## src/hdl/upud_pkg.sv

```systemverilog
`timescale 1ns / 1ps

package upud_pkg;

    // Escape parser phases
    typedef enum logic [1:0] {
        PH_IDLE,
        PH_PCT,
        PH_HI,
        PH_LO
    } t_phase;

    localparam logic [15:0] UNIT_PERCENT  = 16'h0025;
    localparam logic [15:0] HIGH_SURR     = 16'hD800;
    localparam logic [15:0] LOW_SURR      = 16'hDC00;
    localparam logic [20:0] SUPP_BASE     = 21'h010000;
    localparam logic [20:0] CP_LIMIT      = 21'h110000;
    localparam int          UPUD_QUEUE_DEPTH = 4;

    // Result group handed from the parser to the output side
    typedef struct packed {
        logic [1:0]       count;   // 1 to 3 results
        logic [2:0][15:0] unit;    // unit[0] goes out first
        logic             status;  // error result
        logic             done;    // last result closes the string
    } t_job;

endpackage

```

## src/hdl/uri_percent_utf8_decoder.sv

```systemverilog
// Channel  | Direction | Handshake          | Payload
// ---------+-----------+--------------------+---------------------------------------------
// input    | in        | i_valid / o_ready  | i_code_unit, i_string_end
// output   | out       | o_valid / i_ready  | o_out_unit, o_status, o_run_last, o_string_done
// config   | in        | i_cfg_we           | i_cfg_wdata (keep_reserved)
//
// One code unit is taken per cycle while o_ready is high; the parser works each unit in the
// cycle of its transfer. An input unit that yields 1 to 3 results holds the output register
// for one result each, so with i_ready high the output sets the rate: one result per cycle.
// A job queue of QUEUE_DEPTH entries sits between parser and output stage; o_ready drops
// only while it is full. Synchronous active-low reset empties the queue and output register.
`timescale 1ns / 1ps

module uri_percent_utf8_decoder
    import upud_pkg::*;
#(
    parameter int QUEUE_DEPTH = UPUD_QUEUE_DEPTH
) (
    input  logic        i_clk,
    input  logic        i_rst_n,
    input  logic        i_cfg_we,
    input  logic        i_cfg_wdata,
    input  logic        i_valid,
    output logic        o_ready,
    input  logic [15:0] i_code_unit,
    input  logic        i_string_end,
    output logic        o_valid,
    input  logic        i_ready,
    output logic [15:0] o_out_unit,
    output logic        o_status,
    output logic        o_run_last,
    output logic        o_string_done
);

    logic r_keep;
    logic accept, push, pop, empty, full;
    t_job job_in, job_out;

    // Configuration register
    always_ff @(posedge i_clk) begin
        if (!i_rst_n) r_keep <= 1'b0;
        else if (i_cfg_we) r_keep <= i_cfg_wdata;
    end

    assign o_ready = !full;
    assign accept  = i_valid && !full;

    upud_front u_front (
        .i_clk        (i_clk),
        .i_rst_n      (i_rst_n),
        .i_keep       (r_keep),
        .i_accept     (accept),
        .i_code_unit  (i_code_unit),
        .i_string_end (i_string_end),
        .o_push       (push),
        .o_job        (job_in)
    );

    upud_queue #(
        .DEPTH (QUEUE_DEPTH)
    ) u_queue (
        .i_clk   (i_clk),
        .i_rst_n (i_rst_n),
        .i_push  (push),
        .i_job   (job_in),
        .i_pop   (pop),
        .o_job   (job_out),
        .o_empty (empty),
        .o_full  (full)
    );

    upud_back u_back (
        .i_clk         (i_clk),
        .i_rst_n       (i_rst_n),
        .i_job         (job_out),
        .i_empty       (empty),
        .o_pop         (pop),
        .o_valid       (o_valid),
        .i_ready       (i_ready),
        .o_out_unit    (o_out_unit),
        .o_status      (o_status),
        .o_run_last    (o_run_last),
        .o_string_done (o_string_done)
    );

endmodule

```

## src/hdl/upud_front.sv

```systemverilog
`timescale 1ns / 1ps

module upud_front
    import upud_pkg::*;
(
    input  logic        i_clk,
    input  logic        i_rst_n,
    input  logic        i_keep,
    input  logic        i_accept,
    input  logic [15:0] i_code_unit,
    input  logic        i_string_end,
    output logic        o_push,
    output t_job        o_job
);

    t_phase      r_phase, n_phase;
    logic [2:0]  r_need, n_need;
    logic [2:0]  r_seen, n_seen;
    logic [20:0] r_acc, n_acc;
    logic [3:0]  r_nib, n_nib;
    logic [15:0] r_hex_lo, n_hex_lo;
    logic [15:0] r_hex_hi, n_hex_hi;
    logic        r_drop, n_drop;

    // Hex digit decode: {valid, value}
    function automatic logic [4:0] hex_value(input logic [15:0] u);
        logic [4:0] v;
        v = 5'd0;
        if (u >= 16'h0030 && u <= 16'h0039) v = {1'b1, u[3:0]};
        else if ((u >= 16'h0041 && u <= 16'h0046) || (u >= 16'h0061 && u <= 16'h0066))
            v = {1'b1, u[3:0] + 4'd9};
        return v;
    endfunction

    function automatic logic [2:0] seq_length(input logic [7:0] b);
        logic [2:0] n;
        priority if (b < 8'h80) n = 3'd1;
        else if (b < 8'hC0)     n = 3'd0;
        else if (b < 8'hE0)     n = 3'd2;
        else if (b < 8'hF0)     n = 3'd3;
        else if (b < 8'hF8)     n = 3'd4;
        else                    n = 3'd0;
        return n;
    endfunction

    function automatic logic [7:0] lead_mask(input logic [2:0] need);
        logic [7:0] m;
        unique case (need)
            3'd1:    m = 8'h7F;
            3'd2:    m = 8'h1F;
            3'd3:    m = 8'h0F;
            3'd4:    m = 8'h07;
            default: m = 8'h00;
        endcase
        return m;
    endfunction

    // # $ & + , / : ; = ? @
    function automatic logic is_reserved(input logic [20:0] cp);
        logic r;
        unique case (cp)
            21'h23, 21'h24, 21'h26, 21'h2B, 21'h2C, 21'h2F,
            21'h3A, 21'h3B, 21'h3D, 21'h3F, 21'h40: r = 1'b1;
            default:                                 r = 1'b0;
        endcase
        return r;
    endfunction

    // State registers
    always_ff @(posedge i_clk) begin
        if (!i_rst_n) begin
            r_phase <= PH_IDLE;
            r_need  <= 3'd0;
            r_seen  <= 3'd0;
            r_drop  <= 1'b0;
        end else begin
            r_phase <= n_phase;
            r_need  <= n_need;
            r_seen  <= n_seen;
            r_drop  <= n_drop;
        end
    end

    // Sequence payload
    always_ff @(posedge i_clk) begin
        r_acc    <= n_acc;
        r_nib    <= n_nib;
        r_hex_lo <= n_hex_lo;
        r_hex_hi <= n_hex_hi;
    end

    // Parse one unit
    always_comb begin
        logic [4:0]  hv;
        logic [7:0]  b;
        logic [20:0] cp;
        logic [20:0] cpm;
        logic        err;
        logic        bad_cp;

        n_phase  = r_phase;
        n_need   = r_need;
        n_seen   = r_seen;
        n_acc    = r_acc;
        n_nib    = r_nib;
        n_hex_lo = r_hex_lo;
        n_hex_hi = r_hex_hi;
        n_drop   = r_drop;
        o_push   = 1'b0;
        o_job    = '0;
        err      = 1'b0;
        hv       = hex_value(i_code_unit);
        b        = {r_nib, hv[3:0]};
        cp       = 21'd0;
        cpm      = 21'd0;
        bad_cp   = 1'b0;

        if (i_accept && r_drop) begin
            if (i_string_end) n_drop = 1'b0;
        end else if (i_accept) begin
            unique case (r_phase)
                PH_IDLE: begin
                    if (i_code_unit == UNIT_PERCENT) begin
                        n_phase = PH_HI;
                        n_seen  = 3'd0;
                        n_need  = 3'd0;
                    end else begin
                        o_job.count   = 2'd1;
                        o_job.unit[0] = i_code_unit;
                    end
                end
                PH_PCT: begin
                    if (i_code_unit == UNIT_PERCENT) n_phase = PH_HI;
                    else err = 1'b1;
                end
                PH_HI: begin
                    if (!hv[4]) begin
                        err = 1'b1;
                    end else begin
                        n_nib = hv[3:0];
                        if (r_seen == 3'd0) n_hex_lo = i_code_unit;
                        n_phase = PH_LO;
                    end
                end
                PH_LO: begin
                    if (!hv[4]) begin
                        err = 1'b1;
                    end else if (r_seen == 3'd0) begin
                        n_hex_hi = i_code_unit;
                        n_need   = seq_length(b);
                        n_seen   = 3'd1;
                        n_acc    = {13'd0, b & lead_mask(n_need)};
                        if (n_need == 3'd0) err = 1'b1;
                    end else begin
                        if (b[7:6] != 2'b10) err = 1'b1;
                        n_acc  = {r_acc[14:0], b[5:0]};
                        n_seen = r_seen + 3'd1;
                    end
                    // Sequence complete: range checks, then build the results
                    if (!err && n_seen >= n_need) begin
                        cp  = n_acc;
                        cpm = cp - SUPP_BASE;
                        unique case (n_need)
                            3'd2:    bad_cp = cp < 21'h80;
                            3'd3:    bad_cp = cp < 21'h800 || (cp >= 21'hD800 && cp <= 21'hDFFF);
                            3'd4:    bad_cp = cp < SUPP_BASE || cp >= CP_LIMIT;
                            default: bad_cp = 1'b0;
                        endcase
                        if (bad_cp) begin
                            err = 1'b1;
                        end else begin
                            n_phase = PH_IDLE;
                            if (cp >= SUPP_BASE) begin
                                o_job.count   = 2'd2;
                                o_job.unit[0] = HIGH_SURR | {6'd0, cpm[19:10]};
                                o_job.unit[1] = LOW_SURR | {6'd0, cpm[9:0]};
                            end else if (i_keep && cp != 21'd0 && is_reserved(cp)) begin
                                o_job.count   = 2'd3;
                                o_job.unit[0] = UNIT_PERCENT;
                                o_job.unit[1] = n_hex_lo;
                                o_job.unit[2] = n_hex_hi;
                            end else begin
                                o_job.count   = 2'd1;
                                o_job.unit[0] = cp[15:0];
                            end
                        end
                    end else if (!err) begin
                        n_phase = PH_PCT;
                    end
                end
                default: err = 1'b1;
            endcase

            // End of string inside an escape
            if (!err && i_string_end && n_phase != PH_IDLE) err = 1'b1;

            if (err) begin
                o_job        = '0;
                o_job.count  = 2'd1;
                o_job.status = 1'b1;
                n_drop       = !i_string_end;
            end
            if (err || i_string_end) begin
                n_phase = PH_IDLE;
                n_need  = 3'd0;
                n_seen  = 3'd0;
            end
            o_job.done = i_string_end || err;
            o_push     = o_job.count != 2'd0;
        end
    end

endmodule

```

## src/hdl/upud_queue.sv

```systemverilog
`timescale 1ns / 1ps

module upud_queue
    import upud_pkg::*;
#(
    parameter int DEPTH = UPUD_QUEUE_DEPTH
) (
    input  logic i_clk,
    input  logic i_rst_n,
    input  logic i_push,
    input  t_job i_job,
    input  logic i_pop,
    output t_job o_job,
    output logic o_empty,
    output logic o_full
);

    localparam int PW = $clog2(DEPTH);
    localparam int CW = $clog2(DEPTH + 1);
    localparam logic [PW-1:0] LAST = PW'(DEPTH - 1);
    localparam logic [CW-1:0] FULL = CW'(DEPTH);

    t_job          r_mem [DEPTH];
    logic [PW-1:0] r_wr, r_rd;
    logic [CW-1:0] r_cnt;

    assign o_empty = r_cnt == '0;
    assign o_full  = r_cnt == FULL;
    assign o_job   = r_mem[r_rd];

    // Entry storage
    always_ff @(posedge i_clk) begin
        if (i_push) r_mem[r_wr] <= i_job;
    end

    // Pointers and fill count
    always_ff @(posedge i_clk) begin
        if (!i_rst_n) begin
            r_wr  <= '0;
            r_rd  <= '0;
            r_cnt <= '0;
        end else begin
            if (i_push) r_wr <= (r_wr == LAST) ? '0 : r_wr + 1'b1;
            if (i_pop)  r_rd <= (r_rd == LAST) ? '0 : r_rd + 1'b1;
            if (i_push && !i_pop)      r_cnt <= r_cnt + 1'b1;
            else if (i_pop && !i_push) r_cnt <= r_cnt - 1'b1;
        end
    end

endmodule

```

## src/hdl/upud_back.sv

```systemverilog
`timescale 1ns / 1ps

module upud_back
    import upud_pkg::*;
(
    input  logic        i_clk,
    input  logic        i_rst_n,
    input  t_job        i_job,
    input  logic        i_empty,
    output logic        o_pop,
    output logic        o_valid,
    input  logic        i_ready,
    output logic [15:0] o_out_unit,
    output logic        o_status,
    output logic        o_run_last,
    output logic        o_string_done
);

    logic [1:0]  r_idx, n_idx;
    logic        r_valid, n_valid;
    logic [15:0] r_unit;
    logic        r_status, r_last, r_done;
    logic        load, last;
    logic [15:0] sel_unit;

    assign load = !r_valid || i_ready;
    assign last = r_idx == i_job.count - 2'd1;
    assign o_pop = load && !i_empty && last;

    // Pick the unit of the current group
    always_comb begin
        unique case (r_idx)
            2'd0:    sel_unit = i_job.unit[0];
            2'd1:    sel_unit = i_job.unit[1];
            default: sel_unit = i_job.unit[2];
        endcase
    end

    always_comb begin
        n_idx   = r_idx;
        n_valid = r_valid;
        if (load) begin
            n_valid = !i_empty;
            if (!i_empty) n_idx = last ? 2'd0 : r_idx + 2'd1;
        end
    end

    // Control
    always_ff @(posedge i_clk) begin
        if (!i_rst_n) begin
            r_idx   <= 2'd0;
            r_valid <= 1'b0;
        end else begin
            r_idx   <= n_idx;
            r_valid <= n_valid;
        end
    end

    // Output register
    always_ff @(posedge i_clk) begin
        if (load && !i_empty) begin
            r_unit   <= sel_unit;
            r_status <= i_job.status;
            r_last   <= last;
            r_done   <= last && i_job.done;
        end
    end

    assign o_valid       = r_valid;
    assign o_out_unit    = r_unit;
    assign o_status      = r_status;
    assign o_run_last    = r_last;
    assign o_string_done = r_done;

endmodule

```

## config.mk

```make
export PLATFORM = sky130hd
export DESIGN_NAME = uri_percent_utf8_decoder
export DESIGN_NICKNAME = d
export VERILOG_FILES = /design/src/hdl/upud_pkg.sv /design/src/hdl/uri_percent_utf8_decoder.sv /design/src/hdl/upud_front.sv /design/src/hdl/upud_queue.sv /design/src/hdl/upud_back.sv
export SDC_FILE = /design/constraint.sdc
export NUM_CORES = 1
export LEC_CHECK = 0
export ABC_AREA = 1
export BUFFER_PORTS_ARGS = -buffer_cell sky130_fd_sc_hd__buf_2
export CAP_MARGIN = 10
export CORE_MARGIN = 4
export CORE_UTILIZATION = 60
export DETAILED_ROUTE_END_ITERATION = 12
export PLACE_DENSITY = 0.78
export SYNTH_ARGS = -nofsm -noshare
export SYNTH_HDL_FRONTEND = slang
export SYNTH_HIERARCHICAL = 1
export SYNTH_SLANG_ARGS = --single-unit
export TNS_END_PERCENT = 10
```

## constraint.sdc

```tcl
create_clock -name i_clk -period 11.3 [get_ports i_clk]
set_input_delay 1.695 -clock i_clk [delete_from_list [all_inputs] [get_ports i_clk]]
set_output_delay 1.695 -clock i_clk [all_outputs]
set_load 0.03 [all_outputs]
```

Word level (Yosys, flattened, before mapping)
Memories as Yosys holds them, arrays and structs flattened. A register that Yosys moved wholly into a read port is not among the register bits.
Cells that the tools add are included.

word-level totals
  register bits = 96
  RAM bits = 208
  input port bits = 23
  memories = 1

cells by class
  add/sub/neg operators = 9
  $lt $le $gt $ge = 19
  eq/ne operators = 30
  mux-type cells = 112
  bitwise logic cells = 3
  reductions and logical operators = 50

memory list
  memory         depth  width  read ports  clocked after Yosys merged registers in  wr ports  RTL line          RTL
  u_queue.r_mem  4      52     1           1                                        1         upud_queue.sv:23  t_job r_mem [DEPTH];

operators by type and width
  cell                    number
  $mux W52                5
  $eq A21 B6 Y1 const B   10
  $mux W21                5
  $mux W50                2
  $mux W32                3
  $mux W16                5
  $mux W3                 25
  $pmux W16 S2            2
  $lt A8 B8 Y1 const B    5
  $mux W8                 5
  $mux W1                 36
  $ge A16 B7 Y1 const B   2
  $le A16 B7 Y1 const B   2
  $mux W2                 15
  $pmux W7 S4             1
  $eq A21 B7 Y1 const B   1
  $ge A21 B16 Y1 const B  1
  $ge A21 B17 Y1 const B  1
  $ge A21 B21 Y1 const B  1
  $le A21 B16 Y1 const B  1
  $lt A21 B12 Y1 const B  1
  $lt A21 B17 Y1 const B  1
  $lt A21 B8 Y1 const B   1
  $reduce_bool A21 Y1     1
  other kinds (38)        91

Logic depth before layout (Yosys ltp)
  depth after elaboration = 58
  gate-level depth with buffers = 39
  depth with buffers taken out = 39

Hierarchy
Netlist, hierarchy kept.

modules (own cells, without submodules)
  module                    times used  cells an instance  area an instance (µm²)
  upud_queue                1           561                8144.1
  upud_front                1           708                4971.0
  upud_back                 1           111                1167.4
  uri_percent_utf8_decoder  1           9                  52.6

Worst setup path after synthesis
OpenSTA, ideal clock, no wires.

  kind = input-to-reg
  from = input port i_code_unit[1]
  to = memory u_queue/r_mem[0][0] (netlist bit), enable pin
  arrival time = 5.734 ns
  setup slack = 5.160 ns
  stages = 26
  path buffers = 2
  cells stage by stage = inv_1 > ha_1 > inv_1 > nand4_1 > nand2_1 > nand3_1 > nand2_1 > buf_4 > nand3_2 > buf_6 > nand2_1 > inv_1 > o21ai_1 > inv_1 > ha_1 > nand3_1 > o211a_1 > nor2_1 > nand3_2 > nor2_1 > a21oi_1 > nor2_1 > a21oi_1 > nand2_1 > nand2_1 > inv_1

on the way
  longest elaborated chain between the ends = 56
  elaborated cells on any way between the ends = 140
  classes of those cells = add/sub (1); order compare (19); eq/ne (19); mux (81); bitwise (1); reduce/logical (19)

RTL lines
  what                                                   RTL line                        RTL
  start: declaration                                     uri_percent_utf8_decoder.sv:25  input logic [15:0] i_code_unit,
  $ge A16 B7 Y1 / $le A16 B7 Y1 (equally long branches)  upud_front.sv:30                else if ((u >= 16'h0041 && u <= 16'h0046) || (u >= 16'h0061 && u <= 16'h0066))
  $logic_and A1 B1 Y1                                    upud_front.sv:30
  $logic_or A1 B1 Y1                                     upud_front.sv:30
  $mux W5                                                upud_front.sv:30
  $mux W5                                                upud_front.sv:29                if (u >= 16'h0030 && u <= 16'h0039) v = {1'b1, u[3:0]};
  $lt A8 B8 Y1                                           upud_front.sv:41                else if (b < 8'hF8) n = 3'd4;
  $mux W3                                                upud_front.sv:41
  $mux W3                                                upud_front.sv:40                else if (b < 8'hF0) n = 3'd3;
  (+41 left out)                                         n/a
  $mux W52 *                                             upud_front.sv:120               end else if (i_accept) begin
  $mux W52 *                                             upud_front.sv:118               if (i_accept && r_drop) begin
  $reduce_bool A2 Y1 *                                   upud_front.sv:209               o_push = o_job.count != 2'd0;
  $mux W1 *                                              upud_front.sv:120
  $mux W1 *                                              upud_front.sv:118
  via push                                               uri_percent_utf8_decoder.sv:36  logic accept, push, pop, empty, full;
  $mux W1 *                                              upud_queue.sv:33                if (i_push) r_mem[r_wr] <= i_job;
  $mux W1 (implied by the code) *                        upud_queue.sv:33
  end: declaration                                       upud_queue.sv:23

Mark *: on every way through the listed nets, which the timed path passes. The rest lies on a longest branch. The select of a mux whose other input is x is not followed.

Worst setup path after layout
  from = input port i_code_unit[1]
  to = memory u_queue/r_mem[0][42] (netlist bit), enable pin

Same word-level chain as after synthesis.

==> impl_results.md <==
* Period utilisation layout at 64.6%
* Post-synth top flop: edfxtp_1
* Post-Syn Instances at 1389
* CP max-delay cell: nor2_1
* DIE AREA at 26400 µm²
* Slew headroom at 29.5%
* Htree depth at 1
* Post-synth EDFFs at 284
* Setup CP Type: primary input to flip-flop
* Sequential share of the synthesized area at 62.6%
* Clk_lat worst skew at 0.57 ns
* Peak VDD IR at 0.144 mV
* Clock share of power at 29.0%
* Layout overhead on the synthesized area at 8.71%
* CP required at 11.51 ns
* Final HPWL DP at 21500 µm
* Critical Path Source Type: primary input
* Sequential share of power at 44.9%
* Root Driver: clkbuf_16
* CP endpoint kind: flip-flop
* Clock slew at reported path FFs at 0.06 ns
* Rows at 56
* Total of warnings raised by yosys at 6
* Core area at 23500 µm²
* Nets at 1466
* Skew final at 0.0150 ns
* Antenna violations before repair at 0
* Largest net degree at the start of global routing at 106
* CP top delay family: simple AND/OR/NAND/NOR gates
* Yosys cell types at 47
* Final GP Congestion at 0.968
* Grt ovf at 0
* Final WL at 32700 µm
* Router iterations before antenna repair at 5
* Max Slew Vio Count at 0
* Vias at 10300
* CP max stage delay at 0.64 ns
* # setup viols final at 0
* Setup TNS at 0 ns
* CP max FO at 28
* Yosys reg bits at 306
* Iteration-0 DRC count of the detailed router at 1133
* Tmin final at 7.30 ns
* Mapped Nets at 1436
* Routed WL per cell at 18.6 µm
* Worst slew pin tran at 1.05 ns
* Buffers plus inverters on the worst setup path at 7
* Sw frac at 32.9%
* Mean cell area of the mapped netlist at 10.3 µm²
* Post-DR vias/cell at 5.84
* RSZ-0062 raised after global routing: no
* IO buf count at 43
* Hold WS at 0.500 ns
* Top cell by count, worst path: nand2_1
* Clock Path Buffers at 3
* CTS tree: built
* Cts repair resizes at 0
* NetSw at 0.00105 W
* Ant diodes at 0
* Total CTS buffers at 31
* Netlist Area Pre-Place at 14300 µm²
* Vias in the first global route at 9560
* LEAKAGE at 6.17 nW
* Final hold vios at 0
* Internal power at 0.00214 W
* Async SR Flop Fraction at 0%
* ANT nets after route at 0
* Arr. time, crit path at 7.51 ns
* Max-cap violations at 0
* Die Span Y at 163 µm
* DRC Markers at 0
* Io pins at 44
* Die Wd at 163 µm
* # Post-CTS Setup Buffers at 0
* Hold Buf Count CTS at 0
* PwrDens at 204 nW/µm²
* Commonest non-fill, non-tap cell in the layout: edfxtp_1
* Layout cells sized above 1 at 11.2%
* GRT Resource Usage Total at 24.8%
* Fill cells at 1765
* Status: finished, final reports clean
* Combinational share of power at 26.1%
* Fmax at 137 MHz
* Commonest non-fill, non-tap cells in the layout: edfxtp_1, nor2_1, nand2_1, inv_1, o21ai_0
* Clock sinks at 306
* First-pass GRT wire length at 51900 µm
* Initial core utilization at 61.1%
* Worst hold path type: flip-flop to flip-flop
-- power groups by stage --
| stage | logic, W | registers, W | clock network (W) |
|---|---|---|---|
| after floorplan | 0.000569 | 0.00153 | 0 |
| after global placement | 0.000806 | 0.00145 | 0 |
| after detailed placement | 0.000826 | 0.00145 | 0 |
| after CTS | 0.000831 | 0.00143 | 0.000939 |
| after global routing | 0.000925 | 0.00144 | 0.000988 |
| final | 0.000830 | 0.00143 | 0.000923 |
-- sequential cells by signal (all words and copies together) (netlist names), named ones only --
register,flops
u_back/o_string_done,1
u_front/r_hex_hi,16
u_queue/r_rd,2
u_front/r_drop,1
u_queue/r_cnt,3
u_back/o_status,1
u_back/o_valid,1
u_queue/r_mem,208
u_back/r_idx,2
u_front/r_hex_lo,16
u_front/r_nib,4
u_back/o_out_unit,16
u_front/r_need,3
u_back/o_run_last,1
u_queue/r_wr,2
u_front/r_acc,21
u_front/r_seen,3
r_keep,1
u_front/r_phase,2
-- worst paths after layout --
check                                   endpoint  cells past startpoint                            from  slack, ns
setup / recovery  u_queue/r_mem[0][42]$_DFFE_PP_                     26                  i_code_unit[1]       4.00
hold / removal       u_front/r_drop$_SDFFE_PN0P_                      2     u_front/r_drop$_SDFFE_PN0P_       0.50
setup reg to reg  u_queue/r_mem[0][42]$_DFFE_PP_                     21  u_front/r_seen[0]$_SDFFE_PN0P_       5.27
hold reg to reg      u_front/r_drop$_SDFFE_PN0P_                      2     u_front/r_drop$_SDFFE_PN0P_       0.50
-- routing by layer --
layer | vias to the layer above | wire, µm | global-route usage, % | share of wire (%)
met5 | - | 0 | 0 | 0
met3 | 68 | 2580 | 3.21 | 7.9
li1 | 4858 | - | - | -
met2 | 483 | 15400 | 39.7 | 47
met4 | 0 | 1100 | 8.12 | 3.4
met1 | 4879 | 13700 | 35.9 | 42
-- final cells by class --
cell class	instances	area [µm²]	area share (%)
Multi-Input combinational cell	885	4480	28.7
Clock buffer	40	810	5.19
Clock inverter	16	98.8	0.634
Inverter	141	531	3.40
Sequential cell	306	8970	57.6
Tap cell	319	399	2.56
Timing Repair Buffer	54	298	1.91
-- cells by family (layout without fill, tap and decap cells) --
| kind of cell | Yosys count | in the layout | share of synthesized area [%] |
|---|---|---|---|
| buffers and inverters | 198 | 251 | 6.28 |
| DFF | 306 | 306 | 62.6 |
| adders and majority gates | 24 | 24 | 2.15 |
| AOI/OAI and AO/OA | 263 | 263 | 10.8 |
| xor gates and xnor gates | 2 | 2 | 0.122 |
| and+or+nand+nor | 596 | 596 | 18.0 |
-- worst register-to-register path: cells and delay by family (launching register included) --
| kind | cells | cell delay [ns] |
|---|---|---|
| AND/OR/NAND/NOR | 9 | 2.27 |
| adder cells (fa/ha/maj) | 2 | 0.47 |
| buffers and inverters | 6 | 1.82 |
| AO/OA/AOI/OAI | 4 | 0.71 |
| flip-flops | 1 | 0.40 |
-- through the flow --
step	utilization (%)	std cells	instance area, µm²	setup slack (ns)	power [W]
after CTS	66.4	1761	15600	4.10	0.00320
after global placement	62.5	1705	14700	3.74	0.00226
final	66.4	1761	15600	4.00	0.00318
after detailed placement	62.5	1705	14700	3.54	0.00228
after floorplan	-	1389	14300	5.16	0.00210
after global routing	66.4	1761	15600	3.52	0.00335
-- synthesized netlist by cell type, types with 2 or more instances --
library cell,count,area share [%]
clkbuf_1,29,0.76
edfxtp_1,284,59
nor2_4,2,0.16
nand2_4,3,0.24
a32oi_1,2,0.12
nor2_2,12,0.52
ha_1,23,2.0
buf_6,16,1.3
o21ai_0,123,4.3
a22oi_1,15,0.79
nand3_4,3,0.37
nand2_1,225,5.9
a22o_1,3,0.18
a21oi_1,30,1.0
buf_2,7,0.24
nor3_1,11,0.38
a22oi_2,10,0.87
o21ai_1,11,0.38
dfxtp_1,22,3.1
o22ai_1,59,2.6
nor2_1,234,6.1
buf_4,3,0.16
nand2_2,13,0.57
nand4_1,16,0.70
o211ai_1,2,0.10
nand3_2,6,0.42
inv_2,8,0.21
nand3_1,64,2.2
nand3b_1,3,0.16
o31ai_1,2,0.10
inv_1,131,3.4
xor2_1,2,0.12
Power figures use the tool's default switching activity.
